**config.mk**
```make
export PLATFORM = sky130hd
export DESIGN_NAME = magic_number_file_classifier_core
export DESIGN_NICKNAME = d
export VERILOG_FILES = /design/src/mnfc_pkg.sv /design/src/magic_number_file_classifier_core.sv
export SDC_FILE = /design/constraint.sdc
export NUM_CORES = 1
export LEC_CHECK = 0
export BUFFER_PORTS_ARGS = -buffer_cell sky130_fd_sc_hd__buf_2
export CAP_MARGIN = 20
export CORE_ASPECT_RATIO = 1.2
export CORE_MARGIN = 10
export CORE_UTILIZATION = 60
export CTS_BUF_LIST = sky130_fd_sc_hd__clkbuf_8
export DETAILED_ROUTE_END_ITERATION = 8
export PLACE_DENSITY = 0.77
export SLEW_MARGIN = 15
export SYNTH_ARGS = -nofsm -noshare
export SYNTH_HDL_FRONTEND = slang
export SYNTH_SLANG_ARGS = --single-unit
```
**constraint.sdc**
```tcl
create_clock -name aclk -period 7 [get_ports aclk]
set_input_delay 0.35 -clock aclk [delete_from_list [all_inputs] [get_ports aclk]]
set_output_delay 0.35 -clock aclk [all_outputs]
set_load 0.01 [all_outputs]
```
**src/mnfc_pkg.sv**
```systemverilog
// Shared constants, types and helper functions for the magic number file classifier.
// Used by magic_number_file_classifier_core and its checker; depends on nothing else.

package mnfc_pkg;

    localparam int ENTRIES     = 8;
    localparam int MAX_MAGIC   = 8;
    localparam int SNIFF_BYTES = 1024;

    localparam int IDX_W       = 3;
    localparam int LEN_W       = 4;
    localparam int CNT_W       = 4;
    localparam int MAGIC_W     = 64;
    localparam int POS_W       = $clog2(SNIFF_BYTES + 1);
    localparam int MSEL_W      = (MAX_MAGIC > 1) ? $clog2(MAX_MAGIC) : 1;

    localparam logic REQ_LOAD  = 1'b0;
    localparam logic REQ_BYTE  = 1'b1;

    localparam logic [7:0] CHAR_TAB   = 8'h09;
    localparam logic [7:0] CHAR_LF    = 8'h0A;
    localparam logic [7:0] CHAR_CR    = 8'h0D;
    localparam logic [7:0] CHAR_SPACE = 8'h20;
    localparam logic [7:0] CHAR_TILDE = 8'h7E;

    typedef logic [MAGIC_W-1:0] magic_t;
    typedef logic [LEN_W-1:0]   len_t;
    typedef logic [POS_W-1:0]   pos_t;

    function automatic logic is_text_byte(input logic [7:0] b);
        return (b == CHAR_LF) || (b == CHAR_CR) || (b == CHAR_TAB) ||
               ((b >= CHAR_SPACE) && (b <= CHAR_TILDE));
    endfunction

endpackage

```
**src/magic_number_file_classifier_core.sv**
```systemverilog
// Top level of the magic number file classifier: format table, prefix tracking and result.
// Depends on mnfc_pkg for sizes, request codes and the text byte test.
//
//  Channel  Direction  Handshake          Payload
//  s_*      in         s_valid/s_ready    load word or file byte word
//  m_*      out        m_valid/m_ready    found, match_index, by_magic, is_binary
//  cfg_*    in         cfg_wr_en          entry_count
//
// One word is accepted per cycle while s_ready is high; a result appears in the cycle after its last word.
// The path per word is the parallel byte compare of all entries and the priority pick.
// Reset clears the stream state, the entry count and the result valid flag; the table
// and result word hold no defined value until written. A stalled result blocks new
// words only when the result register is full and not being taken.

module magic_number_file_classifier_core (
    input  logic        aclk,
    input  logic        aresetn,

    input  logic        cfg_wr_en,
    input  logic [3:0]  cfg_wr_data,

    input  logic        s_valid,
    output logic        s_ready,
    input  logic        s_req_type,
    input  logic [2:0]  s_entry_index,
    input  logic [63:0] s_entry_magic,
    input  logic [3:0]  s_entry_magic_len,
    input  logic        s_entry_is_binary,
    input  logic [7:0]  s_data_byte,
    input  logic        s_byte_present,
    input  logic        s_last_byte,

    output logic        m_valid,
    input  logic        m_ready,
    output logic        m_found,
    output logic [2:0]  m_match_index,
    output logic        m_by_magic,
    output logic        m_is_binary
);

    localparam int ENTRIES = mnfc_pkg::ENTRIES;
    localparam int POS_W   = mnfc_pkg::POS_W;
    localparam int MSEL_W  = mnfc_pkg::MSEL_W;
    localparam int LEN_W   = mnfc_pkg::LEN_W;
    localparam int IDX_W   = mnfc_pkg::IDX_W;
    localparam int CNT_W   = mnfc_pkg::CNT_W;

    mnfc_pkg::magic_t table_magic_reg [ENTRIES];
    mnfc_pkg::len_t   table_len_reg   [ENTRIES];
    logic [ENTRIES-1:0] table_binary_reg;

    logic [ENTRIES-1:0] match_reg, match_next;
    logic               text_reg, text_next;
    mnfc_pkg::pos_t     pos_reg, pos_next;
    logic [CNT_W-1:0]   count_reg;

    logic               out_valid_reg;
    logic               found_reg, found_next;
    logic [IDX_W-1:0]   index_reg, index_next;
    logic               by_magic_reg, by_magic_next;
    logic               binary_reg, binary_next;

    logic               accept;
    logic               byte_accept;
    logic               load_accept;
    logic               result_accept;
    logic               take_byte;
    logic [MSEL_W-1:0]  byte_sel;
    logic [ENTRIES-1:0] magic_hit;
    logic [ENTRIES-1:0] fallback_hit;
    logic [LEN_W-1:0]   load_len;

    assign s_ready       = !out_valid_reg || m_ready;
    assign accept        = s_valid && s_ready;
    assign load_accept   = accept && (s_req_type == mnfc_pkg::REQ_LOAD);
    assign byte_accept   = accept && (s_req_type == mnfc_pkg::REQ_BYTE);
    assign result_accept = byte_accept && s_last_byte;
    assign take_byte     = s_byte_present && (pos_reg < POS_W'(mnfc_pkg::SNIFF_BYTES));
    assign byte_sel      = pos_reg[MSEL_W-1:0];

    assign load_len = (s_entry_magic_len > LEN_W'(mnfc_pkg::MAX_MAGIC)) ?
                      LEN_W'(mnfc_pkg::MAX_MAGIC) : s_entry_magic_len;

    // Stream state after this byte, then the result drawn from it.
    always_comb begin
        match_next = match_reg;
        text_next  = text_reg;
        pos_next   = pos_reg;
        if (take_byte) begin
            if (pos_reg < POS_W'(mnfc_pkg::MAX_MAGIC)) begin
                for (int i = 0; i < ENTRIES; i++) begin
                    if ((POS_W'(table_len_reg[i]) > pos_reg) &&
                        (table_magic_reg[i][{byte_sel, 3'b000} +: 8] != s_data_byte)) begin
                        match_next[i] = 1'b0;
                    end
                end
            end
            if (!mnfc_pkg::is_text_byte(s_data_byte)) begin
                text_next = 1'b0;
            end
            pos_next = pos_reg + POS_W'(1);
        end
    end

    always_comb begin
        for (int i = 0; i < ENTRIES; i++) begin
            magic_hit[i]    = (CNT_W'(i) < count_reg) && (table_len_reg[i] != '0) &&
                              match_next[i] && (POS_W'(table_len_reg[i]) <= pos_next);
            fallback_hit[i] = (CNT_W'(i) < count_reg) && (table_len_reg[i] == '0) &&
                              (table_binary_reg[i] == !text_next);
        end
    end

    always_comb begin
        found_next    = 1'b0;
        index_next    = '0;
        by_magic_next = 1'b0;
        binary_next   = !text_next;
        if (|magic_hit) begin
            found_next    = 1'b1;
            by_magic_next = 1'b1;
            for (int i = ENTRIES - 1; i >= 0; i--) begin
                if (magic_hit[i]) begin
                    index_next = IDX_W'(i);
                end
            end
        end else if (|fallback_hit) begin
            found_next = 1'b1;
            for (int i = ENTRIES - 1; i >= 0; i--) begin
                if (fallback_hit[i]) begin
                    index_next = IDX_W'(i);
                end
            end
        end
    end

    always_ff @(posedge aclk) begin
        if (!aresetn) begin
            match_reg     <= '1;
            text_reg      <= 1'b1;
            pos_reg       <= '0;
            count_reg     <= '0;
            out_valid_reg <= 1'b0;
        end else begin
            if (cfg_wr_en) begin
                count_reg <= cfg_wr_data;
            end
            if (result_accept) begin
                match_reg <= '1;
                text_reg  <= 1'b1;
                pos_reg   <= '0;
            end else if (byte_accept) begin
                match_reg <= match_next;
                text_reg  <= text_next;
                pos_reg   <= pos_next;
            end
            if (result_accept) begin
                out_valid_reg <= 1'b1;
            end else if (m_ready) begin
                out_valid_reg <= 1'b0;
            end
        end
    end

    always_ff @(posedge aclk) begin
        if (load_accept) begin
            table_magic_reg[s_entry_index]  <= s_entry_magic;
            table_len_reg[s_entry_index]    <= load_len;
            table_binary_reg[s_entry_index] <= s_entry_is_binary;
        end
        if (result_accept) begin
            found_reg    <= found_next;
            index_reg    <= index_next;
            by_magic_reg <= by_magic_next;
            binary_reg   <= binary_next;
        end
    end

    assign m_valid       = out_valid_reg;
    assign m_found       = found_reg;
    assign m_match_index = index_reg;
    assign m_by_magic    = by_magic_reg;
    assign m_is_binary   = binary_reg;

endmodule

```
==> impl_metrics.yaml <==
run_status:
  status: "complete, no violations"
yosys:
  syn-num-nets: 1659
  yosysMostFrequentCell: "edfxtp_1"
  ys_warn_count: 0
  avgSynthCellArea_um2: 16.75
  netlist_area_um2: 25160
  synth_top_cell_area_share_pct: 66.60
  ys_async_sr_fraction_pct: 0
  ys_seq_elements: 583
  ys_types: 80
  yosysSeqAreaShare_pct: 68.59
  synth_area_leaders: "edfxtp_1, mux2i_1, mux4_2"
  yosysTopAreaCell: "edfxtp_1"
  synth_ff_type: "edfxtp_1"
  synth-edff-count: 558
  synthTopCellsByCount: "edfxtp_1, mux2i_1, ha_1, nand2_1, a22oi_1"
  synth_cells: 1502
clock_network:
  cts_buffers: 86
  cts_sinks: 583
  cts_buffer_depth: 3
  htree_levels: 3
  post_cts_resized: 0
  clk_latency_ns: 0.64
  path_clk_slew_ns: 0.06
  cts_tree: "done"
  cts_root_buf: "clkbuf_8"
floorplanning:
  dieArea_um2: 50550
  fp.dieW_um: 206.9
  start_util_pct: 60.40
  io_pins: 100
  rows: 82
  die_height_um: 244.3
  core_area_um2: 41660
sta:
  tns_ns: 0
  fin_crit_ns: 4.437
  period_share_pct: 63.38
  slew_viol_final: 0
  finalHoldViolations: 0
  rsz0062_at_grt: "no"
  tightest_slew_ns: 1.059
  finalSetupViolCount: 0
  setup_slack_ns: 2.563
  clock_skew_ns: 0.02172
  maxSlewHeadroom_pct: 28.92
  fmax_mhz: 225.4
min_path:
  hold_path_class: "input port to flip-flop"
  hp-start: "s_entry_magic[30]"
global_route:
  grt_first_pass_wirelength_um: 87850
  grt_overflow: 0
  grt_pass1_vias: 14642
  grt_busiest_layer: "met2"
  grt_max_degree: 81
  antenna_found_initial: 3
  use_met3_pct: 4.339
  met1_usage_pct: 27.94
  use_met2_pct: 40.14
  grt_usage_pct: 23.27
cells_and_area:
  areaGrowthSynthToFinish_pct: 11.38
  largest_register_ffs: 512
  nets: 1824
  fillers: 2765
  multi_input_area_um2: 7370
  ff_latch_area_um2: 17270
  drive_gt1_share_pct: 18.38
pwr:
  power_leakage_nw: 9.246
  powerDensity_nw_per_um2: 251.1
  ir_drop_v: 0.0001877
route:
  vias: 14295
  finalWirelength_um: 58790
  wl_per_cell_um: 25.82
  drc: 0
  drtIter0Drc: 1250
  viasPerCell: 6.278
  dr.pass1.iters: 6
  drtAntennaViolNets: 0
placement:
  gp_congestion: 0.8724
  dp_hpwl_um: 37220
  portBuffers: 99
  pre_cts_ws_ns: 2.296
worst_setup_path:
  cp_max_fo: 40
  endpoint_kind: "flip-flop"
  startpoint_type: "flip-flop"
  criticalPathCategory: "flip-flop to flip-flop"
  cp-startpoint: "pos_reg[1]$_SDFFE_PP0P_"
  rr_startpoint: "pos_reg[1]$_SDFFE_PP0P_"
  arrival_ns: 4.80
  cp.required_ns: 7.36
flow_run:
  cap_viol_max_count: 0
per-layer routing:
layer / part of all wire (%) / routed length [um] / vias up
met3: 6.8 / 4014 / 150
li1: - / - / 6315
met2: 52 / 30650 / 639
met1: 37 / 21730 / 7185
met5: 0.066 / 39 / -
met4: 4.0 / 2350 / 6
where the power goes:
part           switching (W)  internal (W)
Clock                0.00124       0.00147
Sequential         0.0000271       0.00387
Combinational       0.000267      0.000160
worst max-delay path: stages, from the launching register on:
cell       delay (ns)
dfxtp_4          0.80
buf_4            0.70
mux4_2           0.61
mux2i_1          0.25
xnor2_1          0.14
nor4_1           0.38
nand4_1          0.37
a2111oi_4        0.52
a21oi_1          0.08
a21oi_1          0.16
o32ai_1          0.11
final cells by class:
type | instances | share of cell area (%)
flip-flops and latches | 583 | 61.63
multi-input cells | 825 | 26.30
clock buffers | 89 | 4.371
repair buffers | 143 | 3.246
well taps | 546 | 2.438
clock inverters | 62 | 1.634
inverters | 28 | 0.3751
diodes | 1 | 0.008931
final timing paths:
| kind | endpoint | slack [ns] | depth (start not counted) |
|---|---|---|---|
| hold reg to reg | match_reg[6]$_SDFFE_PP1P_ | 0.44 | 2 |
| setup reg to reg | m_match_index[0]$_DFFE_PP_ | 2.56 | 10 |
| hold / removal | table_magic_reg[5][30]$_DFFE_PP_ | 0.02 | 1 |
| setup / recovery | m_match_index[0]$_DFFE_PP_ | 2.56 | 10 |
timing repair:
action,4_1_cts,5_1_grt
hold buffers,27,0
endpoints found under the hold margin,116,0
setup endpoints to repair,0,0
buffers inserted,0,0
cell families after synthesis:
kind of cell               after synthesis  share of synthesized area [%]
xor gates and xnor gates                58                          2.019
and+or+nand+nor                        267                          5.794
adders and majority gates               65                          3.233
AOI/OAI and AO/OA                      206                          6.053
buffers and inverters                   94                          2.342
muxes                                  229                          11.97
DFF                                    583                          68.59
through the flow:
step	instance area (um^2)	power [W]	utilization, %	hold WS [ns]	instances
4_1_cts	28000	0.007073	67.22	0.0004299	2274
5_1_grt	28020	0.007256	67.26	0.01611	2276
3_5_place_dp	26050	0.004380	62.53	0.4343	2096
3_3_place_gp	26050	0.004366	62.53	0.4303	2096
6_report	28020	0.007035	67.27	0.02494	2277
2_1_floorplan	25160	0.004212	-	0.4222	1502
layout by cell type (no fill, tap or decap), types with 27 or more instances in the layout:
cell	n
dlygate4sd3_1	27
nor2_1	34
buf_2	99
clkbuf_8	89
a21oi_1	32
ha_1	65
edfxtp_1	558
nor2b_1	31
mux4_2	54
mux2i_1	165
nand2_1	62
xnor2_1	39
a22oi_1	60
inv_1	48
No activity file was read; power rests on OpenSTA's default activity.
